==> src/rtl/core/qrm_pkg.sv <==
// ----------------------------------------------------------------------------
// qrm_pkg
// Shared widths, constants and lane types for the quaternion to rotation
// matrix pipeline.
// ----------------------------------------------------------------------------
package qrm_pkg;

  localparam int unsigned InW    = 32;  // Q16.16 component width
  localparam int unsigned ProdW  = 64;  // full product width
  localparam int unsigned NumW   = 66;  // signed matrix numerator width
  localparam int unsigned DenW   = 65;  // unsigned squared norm width
  localparam int unsigned RemW   = 66;  // divider partial remainder width
  localparam int unsigned QW     = 32;  // quotient bits incl. round bit
  localparam int unsigned OutW   = 32;  // Q1.30 entry width
  localparam int unsigned NLanes = 9;   // matrix entries
  localparam int unsigned NProd  = 10;  // distinct products

  localparam logic [OutW-1:0] OneQ30 = 32'h4000_0000;

  // product slots
  localparam int unsigned PW2 = 0;
  localparam int unsigned PX2 = 1;
  localparam int unsigned PY2 = 2;
  localparam int unsigned PZ2 = 3;
  localparam int unsigned PXY = 4;
  localparam int unsigned PWZ = 5;
  localparam int unsigned PXZ = 6;
  localparam int unsigned PWY = 7;
  localparam int unsigned PYZ = 8;
  localparam int unsigned PWX = 9;

  typedef logic signed [NProd-1:0][ProdW-1:0] prod_arr_t;
  typedef logic        [NLanes-1:0][RemW-1:0]  rem_arr_t;
  typedef logic        [NLanes-1:0][QW-1:0]    q_arr_t;

  // control traveling with each item through the divider
  typedef struct packed {
    logic              valid;
    logic              zero;
    logic [NLanes-1:0] neg;
  } lane_ctl_t;

endpackage

==> src/rtl/core/qrm_div_step.sv <==
// ----------------------------------------------------------------------------
// qrm_div_step
// One restoring division step for all nine lanes: one quotient bit each.
// ----------------------------------------------------------------------------
module qrm_div_step (
  input  logic                          clk_i,
  input  logic                          rst_ni,
  input  qrm_pkg::lane_ctl_t            ctl_i,
  input  logic [qrm_pkg::DenW-1:0]      den_i,
  input  qrm_pkg::rem_arr_t             rem_i,
  input  qrm_pkg::q_arr_t               q_i,
  output qrm_pkg::lane_ctl_t            ctl_o,
  output logic [qrm_pkg::DenW-1:0]      den_o,
  output qrm_pkg::rem_arr_t             rem_o,
  output qrm_pkg::q_arr_t               q_o
);

  logic [qrm_pkg::RemW-1:0] den_ext;
  qrm_pkg::rem_arr_t  rem_d, rem_q;
  qrm_pkg::q_arr_t    q_d, q_q;
  qrm_pkg::lane_ctl_t ctl_q;
  logic [qrm_pkg::DenW-1:0] den_q;
  logic [qrm_pkg::NLanes-1:0] ge;

  assign den_ext = qrm_pkg::RemW'(den_i);

  // compare, subtract, shift
  always_comb begin
    for (int l = 0; l < qrm_pkg::NLanes; l++) begin
      ge[l]    = rem_i[l] >= den_ext;
      rem_d[l] = (ge[l] ? (rem_i[l] - den_ext) : rem_i[l]) << 1;
      q_d[l]   = {q_i[l][qrm_pkg::QW-2:0], ge[l]};
    end
  end

  always_ff @(posedge clk_i or negedge rst_ni) begin
    if (!rst_ni) begin
      ctl_q <= '0;
    end else begin
      ctl_q <= ctl_i;
    end
  end

  always_ff @(posedge clk_i) begin
    den_q <= den_i;
    rem_q <= rem_d;
    q_q   <= q_d;
  end

  assign ctl_o = ctl_q;
  assign den_o = den_q;
  assign rem_o = rem_q;
  assign q_o   = q_q;

endmodule

==> config.mk <==
export PLATFORM = sky130hd
export DESIGN_NAME = qrm_div_step
export DESIGN_NICKNAME = d
export VERILOG_FILES = /design/src/rtl/core/qrm_pkg.sv /design/src/rtl/core/qrm_div_step.sv
export SDC_FILE = /design/constraint.sdc
export NUM_CORES = 2
export LEC_CHECK = 0
export BUFFER_PORTS_ARGS = -buffer_cell sky130_fd_sc_hd__buf_2
export CORE_AREA = 2 2 743 745
export CTS_CLUSTER_DIAMETER = 30
export DETAILED_ROUTE_END_ITERATION = 8
export DIE_AREA = 0 0 745 747
export PLACE_DENSITY_LB_ADDON = 0.25
export SLEW_MARGIN = 20
export SYNTH_ARGS = -nofsm -noshare
export SYNTH_HDL_FRONTEND = slang
export SYNTH_SLANG_ARGS = --single-unit
==> constraint.sdc <==
create_clock -name clk_i -period 0.8 [get_ports clk_i]
set_input_delay 0.16 -clock clk_i [delete_from_list [all_inputs] [get_ports clk_i]]
set_output_delay 0.16 -clock clk_i [all_outputs]
set_load 0.005 [all_outputs]
==> run summary <==
Area contributors post-synth: dfxtp_1, ha_1, a21oi_1
CP Launch Point: den_i[17]
Clock Pin Slew Worst Setup and Hold Paths: 40 ps
# IOs: 1918
CP Cell Sequence: buf_2 -> inv_2 -> buf_12 -> ha_1 -> nand4_1 -> or3_4 -> a211oi_4 -> o211ai_1 -> buf_4 -> o31ai_4 -> and3_4 -> a31oi_4 -> o221a_4 -> o41ai_4 -> clkbuf_16 -> buf_16 -> buf_16 -> buf_12 -> buf_12 -> a21oi_4
Finish-stage setup viols: 1562
final hold vios: 62
gp weighted congestion: 0.9244
TritonCTS clock tree: built
power share of the clock group: 44.2%
Peak VDD IR: 0.001578 V
WL/cell: 27.41 µm
Num Clock Sinks: 949
switching share of power: 33.33%
starting density of the core: 10.72%
HP Start: rem_i[66]
endpoint class of the critical path: register
Layout area overhead: 127.4%
crit path DAT: 4200 ps
clk root buf: clkbuf_16
Post-synth EDFFs: 0
Layout Nets: 14881
clock buffer depth: 4
Seq pwr share: 21.3%
Worst-Margin Slew: 652.5 ps
CTS H-tree depth: 5
area leader, netlist: dfxtp_1
drt drc: 0
die height: 747 µm
status: complete, but fails checks
Iter 0 DRT Violations: 5781
register area share after synthesis: 32.43%
fmax: 291.7 MHz
first-pass GRT wire length: 739100 µm
total gr overflow: 0
mapped cell area: 58750 µm²
Leakage: 0.06179 µW
slowest stage delay, CP: 460 ps
async set-reset flop share out of synthesis: 1.159%
initial antenna violation count: 287
crit path kind: in -> reg
Synth Flop Type: dfxtp_1
Hold Slack: -511.5 ps
Pwr Density: 2157 nW/µm²
share of cells above drive strength 1: 46.36%
Relative slew margins: 56.10%
Routed WL: 579300 µm
required time of the critical path: 1570 ps
Pint: 192100 µW
crit path time final: 3428 ps
vias in the first global route: 82308
TritonCTS Buffers: 304
Port Buffer Count: 1899
startpoint types: primary input
syn avg cell area: 8.375 µm²
gr usage total: 19.70%
Final WS setup: -2628 ps
critical path fanouts, max: 6
Psw: 96040 µW
post-route ant nets: 0
1st-pass router iterations: 5
Die X: 745 µm
DR vias: 81692
number of synthesis warnings: 0
Finished Core Util: 24.38%
Crit path top cell by count: buf_12
Comb pwr share: 34.5%
Hold WC Path Type: in -> reg
Netlist cell types: 94
die footprint: 556500 µm²
post-route cell area: 133600 µm²
core area: 547900 µm²
Rows: 272
Vias/cell: 3.865
largest net degree at the start of global routing: 51
register bit total from synthesis: 949
dpl cells: 18740
HPWL Detailed: 485600 µm
Syn Inst Count: 7015
failing checks: negative hold slack, negative setup slack
max-cap violations: 0
top-area cell type share of the netlist area: 31.96%
period utilization: 428.5%
Slew Viols, Final: 0
area post-placement: 101700 µm²
fin cells: 21136
RSZ-0062 raised after global routing: true
Critical-path top delay cell: or3_4
## per-stage QoR
step                worst slack (ps)  total power (µW)  TNS (ps)  hold slack [ps]
floorplan                      -3102             87970  -1644200           -135.6
finish                         -2628            288200  -2189710           -511.5
global placement               -4272            150100  -2091530            61.18
detailed placement             -4285            149500  -2108590            64.36
CTS                            -2536            287800  -2278530           -785.7
global route                   -2635            299300  -2302870           -573.0
## path summary, 6_finish.rpt
path	slack, ps	to	depth (start not counted)
setup / recovery	-2630	rem_o[500]$_DFF_P_	20
hold / removal	-510	rem_o[67]$_DFF_P_	3
max in group asynchronous	90	ctl_o[4]$_DFF_PN0_	3
min in group asynchronous	500	ctl_o[6]$_DFF_PN0_	3
## cells by family (layout without fill, tap and decap cells)
kind of cell,count (synthesis),in the layout,synth area share (%)
and+or+nand+nor,1781,1781,14.18
xor gates and xnor gates,550,550,8.200
muxes,201,201,3.840
buffers and inverters,589,7135,4.036
AOI/OAI and AO/OA,2350,2350,24.55
adders and majority gates,594,594,12.77
other,1,315,0.006383
DFF,949,949,32.43
## critical path: cells and delay by family
| family | cells | cell delay, ps |
|---|---|---|
| buf+inv | 9 | 1380 |
| compound gates | 7 | 1260 |
| simple gates | 3 | 880 |
| fa+ha+maj | 1 | 410 |
## synthesized netlist by cell type (all sizes together) (9+ instances only)
master   instances
dfrtp           11
nand4          153
nor4            24
or2             19
o41ai           13
a21boi          27
inv            254
nor3            86
a31o            13
and2            35
nor2b           66
xor2           219
o22ai           10
a31oi           81
ha             585
buf             88
o21bai         124
nor2           541
and4            17
clkbuf         247
a21oi          920
o31ai           40
o21a            47
o211ai          27
dfxtp          938
mux2           195
a211o           14
a21o           351
or3             15
nand2b          72
nand3          128
a221o           15
xnor2          331
a221oi          21
and3            59
a211oi          48
fa               9
o221ai          10
o21ai          490
nand2          533
a41oi           14
o2111ai         10
## power groups by stage
stage          Combinational (µW)  Clock, µW  Sequential (µW)
4_1_cts                     96600     130000            61600
3_5_place_dp                87200          0            62200
3_3_place_gp                87600          0            62500
5_1_grt                    105000     132000            61800
2_1_floorplan               29300          0            58700
6_report                    99300     127000            61500
## layer usage
layer	vias to the layer above	track usage (%)	share of wire, %
met2	3084	33.00	47
li1	38442	-	-
met3	1097	4.394	6.4
met1	38985	22.36	39
met5	-	0	0.098
met4	84	13.15	7.5
## area by class of cell
class,count,area (µm²)
diodes,306,765.7
clock buffers,390,8486
clock inverters,158,2307
fillers,59977,414300
inverters,254,996.0
multi-input cells,5485,41250
flip-flops and latches,949,19050
well taps,7261,9085
repair buffers,6333,51640
## flip-flops by register name, summed over array words and instances, names as in the netlist
signal and flops:
rem_o 585, q_o 288, ctl_o 11, den_o 65
## timing repair
item / in CTS / in global routing
hold buffers: 1355 / 105
pin swaps: 79 / 140
gates resized for setup: 431 / 465
hold endpoints to repair: 954 / 175
setup buffers: 75 / 74
endpoints found under the setup margin: 1543 / 1547
cloned: 30 / 20
## cells in the final DEF, fill, tap and decap left out, types with 54 or more instances in the layout
cell type      instances
a21o_1               350
a21oi_1              796
a21oi_2               99
a31oi_1               66
and3_1                54
buf_12               309
buf_2               1857
buf_4               2658
buf_6                 67
clkbuf_16            328
clkinv_2              54
dfxtp_1              938
diode_2              306
dlygate4sd3_1       1363
ha_1                 499
ha_4                  79
inv_1                184
inv_2                 54
mux2_2               105
mux2_4                89
nand2_1              520
nand2b_1              71
nand3_1              123
nand4_1              153
nor2_1               449
nor2b_1               64
nor3_1                71
o21ai_0              439
o21bai_1             120
xnor2_1              331
xor2_1               218
No activity file was read; power rests on OpenSTA's default activity.
