$ cat src/rtl/core/qrm_pkg.sv
// ----------------------------------------------------------------------------
// qrm_pkg
// Shared widths, constants and lane types for the quaternion to rotation
// matrix pipeline.
// ----------------------------------------------------------------------------
package qrm_pkg;

  localparam int unsigned InW    = 32;  // Q16.16 component width
  localparam int unsigned ProdW  = 64;  // full product width
  localparam int unsigned NumW   = 66;  // signed matrix numerator width
  localparam int unsigned DenW   = 65;  // unsigned squared norm width
  localparam int unsigned RemW   = 66;  // divider partial remainder width
  localparam int unsigned QW     = 32;  // quotient bits incl. round bit
  localparam int unsigned OutW   = 32;  // Q1.30 entry width
  localparam int unsigned NLanes = 9;   // matrix entries
  localparam int unsigned NProd  = 10;  // distinct products

  localparam logic [OutW-1:0] OneQ30 = 32'h4000_0000;

  // product slots
  localparam int unsigned PW2 = 0;
  localparam int unsigned PX2 = 1;
  localparam int unsigned PY2 = 2;
  localparam int unsigned PZ2 = 3;
  localparam int unsigned PXY = 4;
  localparam int unsigned PWZ = 5;
  localparam int unsigned PXZ = 6;
  localparam int unsigned PWY = 7;
  localparam int unsigned PYZ = 8;
  localparam int unsigned PWX = 9;

  typedef logic signed [NProd-1:0][ProdW-1:0] prod_arr_t;
  typedef logic        [NLanes-1:0][RemW-1:0]  rem_arr_t;
  typedef logic        [NLanes-1:0][QW-1:0]    q_arr_t;

  // control traveling with each item through the divider
  typedef struct packed {
    logic              valid;
    logic              zero;
    logic [NLanes-1:0] neg;
  } lane_ctl_t;

endpackage

$ cat src/rtl/core/qrm_combine.sv
// ----------------------------------------------------------------------------
// qrm_combine
// Forms the squared norm and the nine matrix numerators, then splits each
// numerator into sign and magnitude. Two register stages.
// ----------------------------------------------------------------------------
module qrm_combine (
  input  logic                          clk_i,
  input  logic                          rst_ni,
  input  logic                          valid_i,
  input  logic                          zero_i,
  input  qrm_pkg::prod_arr_t            prod_i,
  output qrm_pkg::lane_ctl_t            ctl_o,
  output logic [qrm_pkg::DenW-1:0]      den_o,
  output qrm_pkg::rem_arr_t             rem_o
);

  typedef logic signed [qrm_pkg::NumW-1:0] num_t;

  num_t w2, x2, y2, z2, xy, wz, xz, wy, yz, wx;
  num_t n2_d, n2_q;
  num_t [qrm_pkg::NLanes-1:0] nm_d, nm_q;
  logic valid1_q, zero1_q;

  qrm_pkg::lane_ctl_t ctl_d, ctl_q;
  qrm_pkg::rem_arr_t  mag_d, mag_q;
  logic [qrm_pkg::DenW-1:0] den_q;

  // sign extend products (a packed array element reads as unsigned)
  always_comb begin
    w2 = num_t'($signed(prod_i[qrm_pkg::PW2]));
    x2 = num_t'($signed(prod_i[qrm_pkg::PX2]));
    y2 = num_t'($signed(prod_i[qrm_pkg::PY2]));
    z2 = num_t'($signed(prod_i[qrm_pkg::PZ2]));
    xy = num_t'($signed(prod_i[qrm_pkg::PXY]));
    wz = num_t'($signed(prod_i[qrm_pkg::PWZ]));
    xz = num_t'($signed(prod_i[qrm_pkg::PXZ]));
    wy = num_t'($signed(prod_i[qrm_pkg::PWY]));
    yz = num_t'($signed(prod_i[qrm_pkg::PYZ]));
    wx = num_t'($signed(prod_i[qrm_pkg::PWX]));
  end

  // norm and numerators
  always_comb begin
    n2_d     = (w2 + x2) + (y2 + z2);
    nm_d[0]  = (w2 + x2) - (y2 + z2);
    nm_d[4]  = (w2 + y2) - (x2 + z2);
    nm_d[8]  = (w2 + z2) - (x2 + y2);
    nm_d[1]  = (xy - wz) <<< 1;
    nm_d[3]  = (xy + wz) <<< 1;
    nm_d[2]  = (xz + wy) <<< 1;
    nm_d[6]  = (xz - wy) <<< 1;
    nm_d[5]  = (yz - wx) <<< 1;
    nm_d[7]  = (yz + wx) <<< 1;
  end

  // sign and magnitude
  always_comb begin
    ctl_d.valid = valid1_q;
    ctl_d.zero  = zero1_q;
    for (int l = 0; l < qrm_pkg::NLanes; l++) begin
      ctl_d.neg[l] = nm_q[l][qrm_pkg::NumW-1];
      mag_d[l]     = ctl_d.neg[l] ? qrm_pkg::RemW'(-nm_q[l]) : qrm_pkg::RemW'(nm_q[l]);
    end
  end

  always_ff @(posedge clk_i or negedge rst_ni) begin
    if (!rst_ni) begin
      valid1_q <= 1'b0;
      ctl_q    <= '0;
    end else begin
      valid1_q <= valid_i;
      ctl_q    <= ctl_d;
    end
  end

  always_ff @(posedge clk_i) begin
    zero1_q <= zero_i;
    n2_q    <= n2_d;
    nm_q    <= nm_d;
    mag_q   <= mag_d;
    den_q   <= n2_q[qrm_pkg::DenW-1:0];
  end

  assign ctl_o = ctl_q;
  assign den_o = den_q;
  assign rem_o = mag_q;

endmodule

$ cat config.mk
export PLATFORM = sky130hd
export DESIGN_NAME = qrm_combine
export DESIGN_NICKNAME = d
export VERILOG_FILES = /design/src/rtl/core/qrm_pkg.sv /design/src/rtl/core/qrm_combine.sv
export SDC_FILE = /design/constraint.sdc
export NUM_CORES = 2
export LEC_CHECK = 0
export BUFFER_PORTS_ARGS = -buffer_cell sky130_fd_sc_hd__buf_4
export CORE_MARGIN = 10
export CORE_UTILIZATION = 30
export DETAILED_ROUTE_END_ITERATION = 8
export GPL_ROUTABILITY_DRIVEN = 0
export GPL_TIMING_DRIVEN = 0
export HOLD_SLACK_MARGIN = 0.1
export PLACE_DENSITY_LB_ADDON = 0.12
export SKIP_LAST_GASP = 1
export SYNTH_ARGS = -nofsm -noshare
export SYNTH_HDL_FRONTEND = slang
export SYNTH_SLANG_ARGS = --single-unit
$ cat constraint.sdc
create_clock -name clk_i -period 6.4 [get_ports clk_i]
set_input_delay 0.64 -clock clk_i [delete_from_list [all_inputs] [get_ports clk_i]]
set_output_delay 0.64 -clock clk_i [all_outputs]
set_load 0.01 [all_outputs]
==> qor.yml <==
nets: 13600
hold_class: "in -> reg"
worst_slack_ps: 155
setup_viol: 0
peakVddDrop_mv: 0.281
drive_above_1_share: 0.144
root_buffer: "clkbuf_16"
slowest_delay_ps: 460
drc: 0
end_kind: "register"
port-buffer-count: 1307
cts_tree: "yes"
worst_pin_slew_ps: 1340
fmax_mhz: 160
power_mw: 44.6
fin_skew_ps: 75.2
grt_pass1_wl_um: 586000
arrival_ps: 6910
synth_cell_types: 82
slew_viol_final: 0
cts_buffers: 160
worstSetupPathType: "in -> reg"
netlist_area_um2: 89200
coreArea_um2: 297000
ios: 1314
htreeDepth: 4
vias_per_cell: 5.26
overflow: 0
clk_pin_slew_ps: 60
final_cell_mix: "buf_4 (1318), dfxtp_1 (1299), xnor2_1 (1151)"
syn2layout_area_growth_pct: 23.2
cp-start-kind: "input pin"
status: "completed"
ys_ff_latch: 1311
dr.pass1.iters: 9
syn_inst: 10500
finalWorstPathRequiredPeriod_ps: 6250
ant_nets: 0
routedWlPerCell_um: 25.9
synth_edf_count: 0
antenna_found_initial: 127
die_h_um: 565
hpwlAfterDp_um: 358000
hold_viol: 0
grt_pass1_vias: 84300
synthArstFlopShare: 0.00915
routed_wl_um: 416000
maxCapViolCount: 0
period_share: 0.976
clkLatencyLatePin_ps: 860
clock_sinks: 1311
clock_path_buffers: 4
synth-main-ff-cell: "dfxtp_1"
synth_warnings: 0
seq_area_frac_synth: 0.295
drt_iter0_drc: 7157
globalRouteTotalUtil: 0.245
row_count: 200
dpl-instance-area_um2: 104000
final_common_cell: "buf_4"
power.density_nw_per_um2: 405
postLayoutCellArea_um2: 110000
grt_max_degree: 15
crit_top_cell: "a21oi_1"
p_leak_nw: 46.4
vias: 84400
maxSlewHeadroom: 0.0846
synth_area_per_cell_um2: 8.54
worst_hold_slack_ps: 176
dieArea_um2: 320000
rsz0062_at_grt: "yes"
path_max_fanout: 10
worstPathRequired_ps: 7060
worst_path_max_delay_cell: "nor4_4"
start_util: 0.301
path_cells: "buf_4, ha_1, clkbuf_1, a21oi_1, o21ai_0, nand3_1, and3_1, o31a_1, a31oi_2, a41oi_1, nor4_4, nor2_1, xnor2_1, ha_1, clkbuf_1, inv_1, a21oi_1, o31ai_1, a21oi_1, o21bai_1, a31oi_1, o21ai_0, o221ai_1, xor2_1"
dp_slack_ps: -2180
die_x_um: 565
-- registers in the layout, summed over array words and instances (netlist names) --
name and flops:
n2_q 65, den_o 65, ctl_o 11, ctl_d 9
nm_q 575, valid1_q 1, zero1_q 1, rem_o 584
-- worst max-delay path: cells and delay by family --
family | cells | cell delay [ps]
buffers and inverters | 4 | 940
AO/OA/AOI/OAI | 12 | 3040
XOR/XNOR | 2 | 720
AND/OR/NAND/NOR | 4 | 970
adder cells (fa/ha/maj) | 2 | 580
-- repair_timing --
action                                  4_1_cts  5_1_grt
pin swaps                                     1        0
buffers inserted                              1        0
hold buffers                                 10        0
gates resized for setup                      25       23
endpoints found under the setup margin       36       19
endpoints found under the hold margin        20        0
-- layout make-up --
class	instances	area [um^2]
Fill cell	30600	187000
Buffer	402	1550
Antenna cell	50	125
Tap cell	3939	4930
Clock inverter	81	981
Sequential cell	1311	26300
Inverter	833	3130
Timing Repair Buffer	1319	9930
Clock buffer	206	4490
Multi-Input combinational cell	7909	58500
-- cells by family (layout without fill, tap and decap cells) --
family / count (synthesis) / in the layout / share of synthesized area
AOI/OAI and AO/OA: 3003 / 3003 / 0.214
muxes: 3 / 3 / 0.000337
and+or+nand+nor: 2547 / 2547 / 0.141
adders and majority gates: 1050 / 1050 / 0.170
DFF: 1311 / 1311 / 0.295
buffers and inverters: 1239 / 2841 / 0.0525
xor gates and xnor gates: 1300 / 1300 / 0.128
other: 1 / 56 / 0.0000420
-- power breakdown --
part | switching [mW] | internal [mW] | total (mW)
Combinational | 12.6 | 8.29 | 20.9
Sequential | 2.57 | 11.6 | 14.2
Clock | 3.87 | 5.68 | 9.54
-- worst paths after layout --
check,start,to,slack [ps],cells past startpoint
max,prod_i[82],nm_q[62],150,24
min,prod_i[449],nm_q[398],180,3
max reg2reg,nm_q[275],rem_o[322],1820,10
min reg2reg,n2_q[55],den_o[55],310,0
max in group asynchronous,rst_ni,ctl_o[2],5330,2
min in group asynchronous,rst_ni,ctl_o[8],440,2
-- metal layers --
layer	routed length, um	GRT usage	share of wire	vias up
met1	168000	0.300	0.41	40400
met3	33800	0.0576	0.081	804
met4	23600	0.117	0.057	84
met5	519	0	0.0012	-
met2	189000	0.406	0.46	3426
li1	-	-	-	39800
-- cells in the mapped netlist, types with 53 or more instances --
master    count  area share
o21a_1       74      0.0062
fa_1        268       0.060
nor4_1      143       0.010
or4_1        82      0.0069
nor2_1      691       0.029
xor2_1      149       0.015
nand2b_1     99      0.0069
o41ai_1      89      0.0087
a21oi_1     934       0.052
clkbuf_1    360       0.015
o21bai_1    197       0.017
xnor2_1    1151        0.11
o31ai_1     298       0.025
o21ai_0     630       0.035
nand4_1     161       0.011
nand2_1     617       0.026
or3_1       129      0.0090
a21o_1      249       0.021
nand3_1     173      0.0097
dfxtp_1    1299        0.29
nor2b_1      73      0.0051
a211oi_1     53      0.0045
o211ai_1     56      0.0047
nor3_1      171      0.0096
ha_1        782        0.11
inv_1       815       0.034
a31oi_1      87      0.0061
-- stage by stage --
step / utilization / TNS (ps) / cells
after floorplan: - / 0 / 10500
after global placement: 0.351 / -54850 / 15700
after detailed placement: 0.351 / -56420 / 15700
after CTS: 0.370 / -12.7 / 16000
after global routing: 0.371 / -182 / 16000
final: 0.371 / 0 / 16100
Power figures use the tool's default switching activity.
